===== config.mk =====
export PLATFORM = sky130hd
export DESIGN_NAME = soft_start_completion_detector
export DESIGN_NICKNAME = d
export VERILOG_FILES = /design/src/hdl/ssc_pkg.sv /design/src/hdl/ssc_csr.sv /design/src/hdl/ssc_phase.sv /design/src/hdl/soft_start_completion_detector.sv
export SDC_FILE = /design/constraint.sdc
export NUM_CORES = 1
export LEC_CHECK = 0
export BUFFER_PORTS_ARGS = -buffer_cell sky130_fd_sc_hd__buf_2
export CELL_PAD_IN_SITES_DETAIL_PLACEMENT = 1
export CELL_PAD_IN_SITES_GLOBAL_PLACEMENT = 1
export CORE_MARGIN = 4
export CORE_UTILIZATION = 50
export DETAILED_ROUTE_END_ITERATION = 7
export GPL_TIMING_DRIVEN = 1
export PLACE_DENSITY = 0.86
export SLEW_MARGIN = 10
export SYNTH_ARGS = -nofsm -noshare
export SYNTH_HDL_FRONTEND = slang
export SYNTH_SLANG_ARGS = --single-unit
export TNS_END_PERCENT = 5

===== constraint.sdc =====
create_clock -name clock -period 16.1 [get_ports clock]
set_clock_uncertainty 0.15 [all_clocks]
set_input_delay 1.61 -clock clock [delete_from_list [all_inputs] [get_ports clock]]
set_output_delay 1.61 -clock clock [all_outputs]
set_load 0.01 [all_outputs]

===== src/hdl/ssc_pkg.sv =====
package ssc_pkg;

   localparam int CUR_W  = 16;
   localparam int CNT_W  = 16;
   localparam int PF_W   = 8;
   localparam int ADDR_W = 5;
   localparam int DATA_W = 32;

   // register indexes (byte address = 4 * index)
   localparam logic [2:0] REG_RATING_CURRENT   = 3'd0;
   localparam logic [2:0] REG_RISE_COUNT_LIMIT = 3'd1;
   localparam logic [2:0] REG_DESCEND_DELAY    = 3'd2;
   localparam logic [2:0] REG_PF_THRESHOLD     = 3'd3;
   localparam logic [2:0] REG_RATING_MODE      = 3'd4;
   localparam logic [2:0] REG_SAMPLE_TEST      = 3'd5;
   localparam logic [2:0] REG_MIN_DRIVE_LEVEL  = 3'd6;

   localparam logic [CNT_W-1:0] RISE_LIMIT_RESET = 16'd100;

   // voltage gates and fixed descent counts
   localparam logic [CUR_W-1:0] VOLT_GATE   = 16'd50;
   localparam logic [CUR_W-1:0] VOLT_A_GATE = 16'd20;
   localparam logic [CNT_W-1:0] DROP_LIMIT  = 16'd2;
   localparam logic [CNT_W-1:0] DELAY_LIMIT = 16'd2;

   typedef struct packed {
      logic [CUR_W-1:0]       rating_current;
      logic [CNT_W-1:0]       rise_count_limit;
      logic [CNT_W-1:0]       descend_delay;
      logic signed [PF_W-1:0] pf_threshold;
      logic                   rating_mode;
      logic                   sample_test;
      logic [CUR_W-1:0]       min_drive_level;
   } cfg_type;

   typedef struct packed {
      logic                   advance;
      logic                   starting;
      logic [CUR_W-1:0]       cur;
      logic [CUR_W-1:0]       volt_gate;
      logic [CUR_W-1:0]       volt_a;
      logic signed [PF_W-1:0] pf;
   } phase_in_type;

   typedef struct packed {
      logic forced;
      logic run_set;
   } phase_out_type;

   function automatic logic [CNT_W-1:0] sat_inc(input logic [CNT_W-1:0] v);
      sat_inc = (v == {CNT_W{1'b1}}) ? v : v + 1'b1;
   endfunction

endpackage


===== src/hdl/ssc_csr.sv =====
module ssc_csr (
   input  logic                       clock,
   input  logic                       reset,
   input  logic                       csr_psel,
   input  logic                       csr_penable,
   input  logic                       csr_pwrite,
   input  logic [ssc_pkg::ADDR_W-1:0] csr_paddr,
   input  logic [ssc_pkg::DATA_W-1:0] csr_pwdata,
   output logic [ssc_pkg::DATA_W-1:0] csr_prdata,
   output logic                       csr_pready,
   output ssc_pkg::cfg_type           cfg
);
   import ssc_pkg::*;

   cfg_type    cfg_ff;
   logic       wr_en;
   logic [2:0] idx;

   assign csr_pready = 1'b1;
   assign wr_en      = csr_psel && csr_penable && csr_pwrite && csr_pready;
   assign idx        = csr_paddr[4:2];
   assign cfg        = cfg_ff;

   always_ff @(posedge clock) begin
      if (reset) begin
         cfg_ff.rating_current   <= '0;
         cfg_ff.rise_count_limit <= RISE_LIMIT_RESET;
         cfg_ff.descend_delay    <= '0;
         cfg_ff.pf_threshold     <= '0;
         cfg_ff.rating_mode      <= 1'b0;
         cfg_ff.sample_test      <= 1'b0;
         cfg_ff.min_drive_level  <= '0;
      end else if (wr_en) begin
         case (idx)
            REG_RATING_CURRENT:   cfg_ff.rating_current   <= csr_pwdata[CUR_W-1:0];
            REG_RISE_COUNT_LIMIT: cfg_ff.rise_count_limit <= csr_pwdata[CNT_W-1:0];
            REG_DESCEND_DELAY:    cfg_ff.descend_delay    <= csr_pwdata[CNT_W-1:0];
            REG_PF_THRESHOLD:     cfg_ff.pf_threshold     <= csr_pwdata[PF_W-1:0];
            REG_RATING_MODE:      cfg_ff.rating_mode      <= csr_pwdata[0];
            REG_SAMPLE_TEST:      cfg_ff.sample_test      <= csr_pwdata[0];
            REG_MIN_DRIVE_LEVEL:  cfg_ff.min_drive_level  <= csr_pwdata[CUR_W-1:0];
            default: ;
         endcase
      end
   end

   always_comb begin
      case (idx)
         REG_RATING_CURRENT:   csr_prdata = {16'd0, cfg_ff.rating_current};
         REG_RISE_COUNT_LIMIT: csr_prdata = {16'd0, cfg_ff.rise_count_limit};
         REG_DESCEND_DELAY:    csr_prdata = {16'd0, cfg_ff.descend_delay};
         REG_PF_THRESHOLD:     csr_prdata = {{24{cfg_ff.pf_threshold[PF_W-1]}},
                                              cfg_ff.pf_threshold};
         REG_RATING_MODE:      csr_prdata = {31'd0, cfg_ff.rating_mode};
         REG_SAMPLE_TEST:      csr_prdata = {31'd0, cfg_ff.sample_test};
         REG_MIN_DRIVE_LEVEL:  csr_prdata = {16'd0, cfg_ff.min_drive_level};
         default:              csr_prdata = '0;
      endcase
   end

endmodule


===== src/hdl/ssc_phase.sv =====
module ssc_phase (
   input  logic                   clock,
   input  logic                   reset,
   input  ssc_pkg::cfg_type       cfg,
   input  ssc_pkg::phase_in_type  pin,
   output ssc_pkg::phase_out_type pout
);
   import ssc_pkg::*;

   logic [CNT_W-1:0] rise_ff, rise_in;
   logic             armed_ff, armed_in;
   logic [CUR_W-1:0] peak_ff, peak_in;
   logic [CNT_W-1:0] drop_ff, drop_in;
   logic [CNT_W-1:0] delay_ff, delay_in;
   logic [CUR_W-1:0] half;
   logic             pf_ok;

   assign half  = peak_ff >> 1;
   assign pf_ok = cfg.sample_test && (pin.pf >= cfg.pf_threshold);

   always_comb begin
      rise_in      = rise_ff;
      armed_in     = armed_ff;
      peak_in      = peak_ff;
      drop_in      = drop_ff;
      delay_in     = delay_ff;
      pout.forced  = 1'b0;
      pout.run_set = 1'b0;
      if (!pin.starting) begin
         rise_in  = '0;
         armed_in = 1'b0;
         drop_in  = '0;
         peak_in  = '0;
      end else begin
         if (pin.cur > cfg.rating_current && !armed_ff) begin
            if (rise_ff < cfg.rise_count_limit) rise_in = rise_ff + 1'b1;
            else armed_in = 1'b1;
         end
         // tracking starts in the same tick the phase arms
         if (armed_in) begin
            if (pin.cur > peak_ff) begin
               peak_in = pin.cur;
            end else if (pin.cur < peak_ff && pin.volt_gate > VOLT_GATE) begin
               if (pin.cur < half && !cfg.rating_mode) begin
                  drop_in = sat_inc(drop_ff);
                  if (drop_in > DROP_LIMIT) begin
                     pout.forced = 1'b1;
                     delay_in    = sat_inc(delay_ff);
                     if (delay_in > cfg.descend_delay && !cfg.sample_test)
                        pout.run_set = 1'b1;
                  end
               end else if (pin.cur < cfg.rating_current && cfg.rating_mode &&
                            pin.volt_a > VOLT_A_GATE) begin
                  delay_in = sat_inc(delay_ff);
                  if ((delay_in > DELAY_LIMIT && !cfg.sample_test) || pf_ok)
                     pout.run_set = 1'b1;
               end else if (pf_ok) begin
                  pout.run_set = 1'b1;
               end else begin
                  delay_in = '0;
                  drop_in  = '0;
               end
            end
         end
      end
   end

   always_ff @(posedge clock) begin
      if (reset) begin
         rise_ff  <= '0;
         armed_ff <= 1'b0;
         peak_ff  <= '0;
         drop_ff  <= '0;
         delay_ff <= '0;
      end else if (pin.advance) begin
         rise_ff  <= rise_in;
         armed_ff <= armed_in;
         peak_ff  <= peak_in;
         drop_ff  <= drop_in;
         delay_ff <= delay_in;
      end
   end

endmodule


===== src/hdl/soft_start_completion_detector.sv =====
// Soft-start completion detector. One measurement beat per control tick goes in on the req_
// channel and exactly one result beat comes out on rsp_, in order. A beat is registered at the
// input, then evaluated against the per-phase state in one pass and written to the result
// register, from which it is presented on rsp_; one beat per cycle is sustained while rsp_stall
// stays low. The input register can still take a beat while a result waits on rsp_stall,
// and only a full input register with a blocked result register stalls req_. Registers on the
// csr_ port must be written only while no beat is in flight; the block does not enforce this.
module soft_start_completion_detector (
   input  logic                        clock,
   input  logic                        reset,
   input  logic                        req_valid,
   output logic                        req_stall,
   input  logic [ssc_pkg::CUR_W-1:0]   req_current_a,
   input  logic [ssc_pkg::CUR_W-1:0]   req_current_b,
   input  logic [ssc_pkg::CUR_W-1:0]   req_current_c,
   input  logic [ssc_pkg::CUR_W-1:0]   req_voltage_a,
   input  logic [ssc_pkg::CUR_W-1:0]   req_voltage_c,
   input  logic signed [ssc_pkg::PF_W-1:0] req_power_factor,
   input  logic                        req_starting_active,
   output logic                        rsp_valid,
   input  logic                        rsp_stall,
   output logic                        rsp_run_switch,
   output logic                        rsp_overcurrent_seen,
   output logic                        rsp_force_min_drive,
   output logic [ssc_pkg::CUR_W-1:0]   rsp_drive_level,
   input  logic                        csr_psel,
   input  logic                        csr_penable,
   input  logic                        csr_pwrite,
   input  logic [ssc_pkg::ADDR_W-1:0]  csr_paddr,
   input  logic [ssc_pkg::DATA_W-1:0]  csr_pwdata,
   output logic [ssc_pkg::DATA_W-1:0]  csr_prdata,
   output logic                        csr_pready
);
   import ssc_pkg::*;

   cfg_type cfg;

   logic                   in_valid_ff;
   logic [CUR_W-1:0]       ia_ff, ib_ff, ic_ff, ua_ff, uc_ff;
   logic signed [PF_W-1:0] pf_ff;
   logic                   start_ff;

   logic                   out_valid_ff;
   logic                   run_sw_ff, oc_seen_ff, forced_ff;
   logic [CUR_W-1:0]       level_ff;

   logic                   run_latch_ff, run_latch_in;
   logic                   oc_latch_ff, oc_latch_in;
   logic                   advance, req_take, forced;

   phase_in_type  pin_a, pin_c;
   phase_out_type pout_a, pout_c;

   assign advance   = in_valid_ff && (!out_valid_ff || !rsp_stall);
   assign req_stall = in_valid_ff && !advance;
   assign req_take  = req_valid && !req_stall;

   ssc_csr u_csr (
      .clock       (clock),
      .reset       (reset),
      .csr_psel    (csr_psel),
      .csr_penable (csr_penable),
      .csr_pwrite  (csr_pwrite),
      .csr_paddr   (csr_paddr),
      .csr_pwdata  (csr_pwdata),
      .csr_prdata  (csr_prdata),
      .csr_pready  (csr_pready),
      .cfg         (cfg)
   );

   assign pin_a = '{advance: advance, starting: start_ff, cur: ia_ff,
                    volt_gate: ua_ff, volt_a: ua_ff, pf: pf_ff};
   // phase c gates on its own voltage but uses phase a for the low gate
   assign pin_c = '{advance: advance, starting: start_ff, cur: ic_ff,
                    volt_gate: uc_ff, volt_a: ua_ff, pf: pf_ff};

   ssc_phase u_phase_a (.clock(clock), .reset(reset), .cfg(cfg), .pin(pin_a), .pout(pout_a));
   ssc_phase u_phase_c (.clock(clock), .reset(reset), .cfg(cfg), .pin(pin_c), .pout(pout_c));

   always_comb begin
      forced       = start_ff && (pout_a.forced || pout_c.forced);
      run_latch_in = run_latch_ff || (start_ff && (pout_a.run_set || pout_c.run_set));
      oc_latch_in  = oc_latch_ff || (start_ff && (ia_ff > cfg.rating_current ||
                     ib_ff > cfg.rating_current || ic_ff > cfg.rating_current));
   end

   always_ff @(posedge clock) begin
      if (reset) begin
         in_valid_ff  <= 1'b0;
         out_valid_ff <= 1'b0;
         run_latch_ff <= 1'b0;
         oc_latch_ff  <= 1'b0;
      end else begin
         if (req_take) in_valid_ff <= 1'b1;
         else if (advance) in_valid_ff <= 1'b0;
         if (advance) begin
            out_valid_ff <= 1'b1;
            run_latch_ff <= run_latch_in;
            oc_latch_ff  <= oc_latch_in;
         end else if (!rsp_stall) begin
            out_valid_ff <= 1'b0;
         end
      end
   end

   // payload beats, no reset
   always_ff @(posedge clock) begin
      if (req_take) begin
         ia_ff    <= req_current_a;
         ib_ff    <= req_current_b;
         ic_ff    <= req_current_c;
         ua_ff    <= req_voltage_a;
         uc_ff    <= req_voltage_c;
         pf_ff    <= req_power_factor;
         start_ff <= req_starting_active;
      end
      if (advance) begin
         run_sw_ff  <= run_latch_in;
         oc_seen_ff <= oc_latch_in;
         forced_ff  <= forced;
         level_ff   <= forced ? cfg.min_drive_level : '0;
      end
   end

   assign rsp_valid            = out_valid_ff;
   assign rsp_run_switch       = run_sw_ff;
   assign rsp_overcurrent_seen = oc_seen_ff;
   assign rsp_force_min_drive  = forced_ff;
   assign rsp_drive_level      = level_ff;

endmodule


After elaboration in Yosys (flattened, before gate mapping)
Index checks and enable logic that the tools add are counted.
{"block": "totals", "elab_cells": 220, "out_inout_bits": 54, "ff_bits": 316}
{"block": "op_classes", "n_lt_le_gt_ge": 23, "eq_ne": 31, "n_reduce_logical": 57, "muxes": 69, "n_bitwise": 2, "n_addsub": 6}
{"cell": "16-bit 2-to-1 mux", "n": 35}
{"cell": "32-bit one-hot mux with 7 select lines", "n": 1}
{"cell": "16-bit greater-than comparator", "n": 7}
{"cell": "16-bit by 1-bit adder with 16-bit output, second input constant", "n": 6}
{"cell": "16-bit < comparator", "n": 6}
{"cell": "16-bit equality test, second input constant", "n": 4}
{"cell": "16-bit by 2-bit greater-than comparator with 1-bit output, second input constant", "n": 4}
{"cell": "16-bit by 6-bit greater-than comparator with 1-bit output, second input constant", "n": 2}
{"cell": "16-bit by 15-bit < comparator with 1-bit output", "n": 2}
{"cell": "1-bit logical AND", "n": 23}
{"cell": "1-bit 2-to-1 mux", "n": 23}
{"cell": "2-bit by 1-bit != test with 1-bit output, second input constant", "n": 11}
{"cell": "2-bit 2-to-1 mux", "n": 10}
{"cell": "16-bit by 5-bit greater-than comparator with 1-bit output, second input constant", "n": 1}
{"cell": "2-bit AND reduction", "n": 7}
{"cell": "7-bit AND reduction", "n": 2}
{"cell": "3-bit AND reduction", "n": 4}
{"cell": "6-bit AND reduction", "n": 2}
{"cell": "3-bit equality test, second input constant", "n": 3}
{"cell": "1-bit logical OR", "n": 9}
{"cell": "3-bit by 2-bit != test with 1-bit output, second input constant", "n": 3}
{"cell": "8-bit greater-or-equal comparator", "n": 1}
{"cell": "1-bit zero test", "n": 8}
{"cell": "2-bit != test, second input constant", "n": 4}
{"cell": "7 further kinds", "n": 10}

Longest topological paths before layout
{"block": "depth", "depth_word": 15, "ltp_mapped": 15, "depth_no_buf": 14}

Cells and area by module
A second synthesis with hierarchy kept.
{"block": "hier_totals", "hier_cells": 2233, "hier_area_um2": 20403.3}
{"module": "ssc_phase (u_phase_a)", "area_per_inst_um2": 6025.8, "instances": 1, "cells_per_inst": 795}
{"module": "ssc_phase (u_phase_c)", "area_per_inst_um2": 5938.2, "instances": 1, "cells_per_inst": 774}
{"module": "soft_start_completion_detector", "area_per_inst_um2": 4626.9, "instances": 1, "cells_per_inst": 286}
{"module": "ssc_csr", "area_per_inst_um2": 3812.4, "instances": 1, "cells_per_inst": 378}

Worst setup path before layout
No wires, ideal clock.
{"block": "synth_timing", "kind": "input-to-reg", "from": "in rsp_stall", "to": "reg ia_ff[0], enable pin", "path_stages": 2, "path_slack_ps": 9613, "arrival_ps": 5790, "setup_time_ps": 547, "path_cell_list": "and3_1 -> nor2b_1"}
{"block": "synth_via", "elab_chain_cells": 7}
{"element": "start, declared", "line_no": "soft_start_completion_detector.sv:21", "source": "input logic rsp_stall,"}
{"element": "1-bit zero test"}
{"element": "1-bit logical OR", "line_no": "soft_start_completion_detector.sv:54", "source": "assign advance = in_valid_ff && (!out_valid_ff || !rsp_stall);"}
{"element": "1-bit logical AND", "line_no": "soft_start_completion_detector.sv:54"}
{"element": "1-bit zero test", "line_no": "soft_start_completion_detector.sv:55", "source": "assign req_stall = in_valid_ff && !advance;"}
{"element": "1-bit logical AND", "line_no": "soft_start_completion_detector.sv:55"}
{"element": "1-bit zero test", "line_no": "soft_start_completion_detector.sv:56", "source": "assign req_take = req_valid && !req_stall;"}
{"element": "1-bit logical AND", "line_no": "soft_start_completion_detector.sv:56"}
{"element": "via req_take", "line_no": "soft_start_completion_detector.sv:49", "source": "logic advance, req_take, forced;"}
{"element": "end signal, assigned", "line_no": "soft_start_completion_detector.sv:109", "source": "ia_ff <= req_current_a;"}
{"element": "end, declared", "line_no": "soft_start_completion_detector.sv:39", "source": "logic [CUR_W-1:0] ia_ff, ib_ff, ic_ff, ua_ff, uc_ff;"}
The timed path passes the listed nets, and every way through them passes these cells.
A chain may end at the register's enable or synchronous reset.

Final worst setup path
{"block": "layout_timing", "from": "in csr_paddr[3] (netlist bit)", "to": "out csr_prdata[2] (netlist bit)"}
{"block": "layout_via", "elab_chain_cells": 2}
{"element": "start, declared", "line_no": "soft_start_completion_detector.sv:29", "source": "input logic [ssc_pkg::ADDR_W-1:0] csr_paddr,"}
{"element": "3-bit equality test, or another cell as far along", "line_no": "ssc_csr.sv:48", "source": "case (idx)"}
{"element": "32-bit one-hot mux with 7 select lines (*)", "line_no": "ssc_csr.sv:48"}
{"element": "end, declared", "line_no": "soft_start_completion_detector.sv:31", "source": "output logic [ssc_pkg::DATA_W-1:0] csr_prdata,"}
Every way passes the cells marked *; elsewhere a longest branch is shown, timed or not.

==> qor.yml <==
routed_via_density: 6.374
drv_cap: 0
switchingPower_w: 0.0004679
post_cts_buffers: 0
synth_cell_types: 96
yosys_warnings: 0
final_util_pct: 57.32
yosysMostFrequentCell: "nand2_1"
synth.area.top_cells: "dfxtp_1 (22%), edfxtp_1 (17%), ha_1 (12%), nand2_1 (5.4%), a21oi_1 (4.4%)"
synthTopCellsByCount: "nand2_1 (271), dfxtp_1 (208), ha_1 (184)"
wl_per_cell_um: 24.07
first_pass_iters: 6
place_area_um2: 19980
synth_fa_ha_area_share_pct: 12.20
synth_top_area_share_pct: 22.06
cts_buffers: 36
num_rows: 70
synth_edf_count: 108
diodes: 0
synth_nets: 2444
clock_path_buffers: 3
syn_area_um2: 18870
clock_latency_ps: 560
crit_chain: "buf_2 > nor2b_1 > a22oi_1 > o22ai_1 > buf_2"
status: "finished, final reports clean"
htreeDepth: 2
cts_hold_buf: 0
p_int_w: 0.001391
drc: 0
crit_fanout: 34
clkTransAtPathRegs_ps: 60
grtUsageTotal_pct: 31.51
cellPowerDensity_nw_per_um2: 87.74
hp-class: "register to register"
fp.dieArea_um2: 40920
clockRootBuffer: "clkbuf_16"
synth-simple-area-share_pct: 19.74
start_util_pct: 51.07
grt_pass1_wl_um: 103500
ant_nets: 0
sw_frac_of_total_pct: 25.18
fmax_ghz: 0.1836
dp_hpwl_um: 47380
power_frac_comb_pct: 8.0
fp.dieH_um: 202.3
ctsResizeCount: 0
critPathKind: "input port to primary output"
fin_setup_tns_ps: 0
power_leakage_nw: 7.899
drv_slew: 0
grt-ovfl-total: 0
fillers: 4370
io_pins: 187
largest_register_ffs: 74
synth-compound-area-share_pct: 18.76
fin_crit_ps: 5448
synth_mux_area_share_pct: 3.102
crit_path_start_kind: "input port"
antenna_found_initial: 0
seqPwrFrac_pct: 46.3
cp_num_buf_inv: 2
ir_drop_uv: 126.3
crit_path_end_kind: "primary output"
slew_headroom_pct: 18.35
yosysSeqAreaShare_pct: 39.24
tritoncts: "done"
rsz0062_at_grt: "false"
clock_power_share_pct: 45.7
ys.flop_type: "dfxtp_1"
syn2layout_area_growth_pct: 12.24
port-buffer-count: 167
crit_required_ps: 14340
max_stage_delay_ps: 840
arrival_ps: 3690
final_area_um2: 21180
avgSynthCellArea_um2: 8.874
first_global_vias: 18531
vias: 17674
drt_iter0_drc: 1402
finalHoldViolations: 0
final_nets: 2558
synth-seq-cells: 316
critPathTopFamily: "simple AND/OR/NAND/NOR gates"
cts.sinks: 316
yosys.area_share.xor_xnor_pct: 1.624
synth_top_family_by_area: "simple AND/OR/NAND/NOR gates"
grt_max_degree: 97
coreArea_um2: 36960
min_period_over_period_pct: 33.84
wl_um: 66740
syn_inst: 2127
layout-drive-gt1-share_pct: 12.69
worstMarginPinSlew_ps: 1219
cp_common_cell: "buf_2"
crit_slowest_cell: "nor2b_1"
globalplace.congestion: 0.8973
setup_viol: 0
async_reset_ff_share_pct: 0
netlist.top_cell.by_area: "dfxtp_1"
die_w_um: 202.3
-- worst paths after layout --
check | start | to | slack [ps] | cells after the start
worst min register to register | u_csr.cfg[54] | u_csr.cfg[54] | 310 | 2
worst max register to register | u_phase_a.delay_ff[0] | rsp_run_switch | 11630 | 13
worst max-delay path | csr_paddr[3] | csr_prdata[2] | 10650 | 5
worst min-delay path | u_csr.cfg[54] | u_csr.cfg[54] | 310 | 2
-- area by class of cell --
type / count / area [µm²] / share of cell area, %
Multi-Input combinational cell: 1573 / 10500 / 49.58
Sequential cell: 316 / 7407 / 34.97
Clock buffer: 51 / 1028 / 4.855
Timing Repair Buffer: 183 / 958.4 / 4.524
Tap cell: 504 / 630.6 / 2.977
Inverter: 131 / 491.7 / 2.321
Clock inverter: 15 / 163.9 / 0.7737
-- worst reg2reg max path, delay by kind of cell (launching register included) --
| family | cells | cell delay (ps) |
|---|---|---|
| simple gates | 3 | 1100 |
| flops | 1 | 530 |
| compound gates | 7 | 1260 |
| fa+ha+maj | 2 | 680 |
| mux | 1 | 440 |
-- per-stage QoR --
stage               setup WS [ps]  std cells  total power, W  hold slack (ps)
finish                      10650       2773        0.001859            312.2
global route                10510       2773        0.001916            328.8
CTS                         10760       2773        0.001864            313.4
detailed placement          10770       2707        0.001016            300.3
global placement            10770       2707        0.001005            291.3
floorplan                    9613       2127       0.0009539            286.3
-- logic make-up after synthesis --
family | count (synthesis)
multiplexers | 55
flip-flops | 316
XOR/XNOR | 35
buffers and inverters | 238
adder cells (fa/ha/maj) | 184
AO/OA/AOI/OAI | 535
other | 1
AND/OR/NAND/NOR | 763
-- placed cells by master, fill, tap and decap left out, types with 9 or more instances in the layout --
cell / instances
dfxtp_1: 208
buf_4: 17
clkbuf_16: 37
clkbuf_1: 9
and2_1: 12
a211oi_1: 22
nor4_1: 21
a22oi_1: 37
a21o_1: 13
and4_1: 11
inv_1: 128
mux2i_1: 45
edfxtp_1: 108
ha_1: 184
and3_1: 20
nor3_1: 50
or4_1: 10
nand2_1: 271
nor3b_1: 17
a22o_1: 17
o211ai_1: 21
or3_1: 24
nand3_1: 69
nor2b_1: 24
a31oi_1: 22
buf_2: 166
nor2_1: 139
o31ai_1: 14
o21ai_0: 89
a21oi_1: 167
nand4_1: 57
xor2_1: 16
o21a_1: 16
o21ai_1: 17
nand2b_1: 10
o22ai_1: 10
xnor2_1: 19
-- per-layer routing --
metal,track usage (%),share of wire (%)
met1,39.26,40
met2,54.00,48
met3,4.492,6.4
met4,14.84,5.1
met5,0,0
-- power groups by stage --
stage	clock network, W	logic (W)	registers [W]
finish	0.000850	0.000148	0.000861
global route	0.000894	0.000160	0.000862
CTS	0.000859	0.000144	0.000860
detailed placement	0	0.000139	0.000877
global placement	0	0.000129	0.000876
floorplan	0	0.0000814	0.000872
Note: power is estimated with default switching activity, not from simulation.
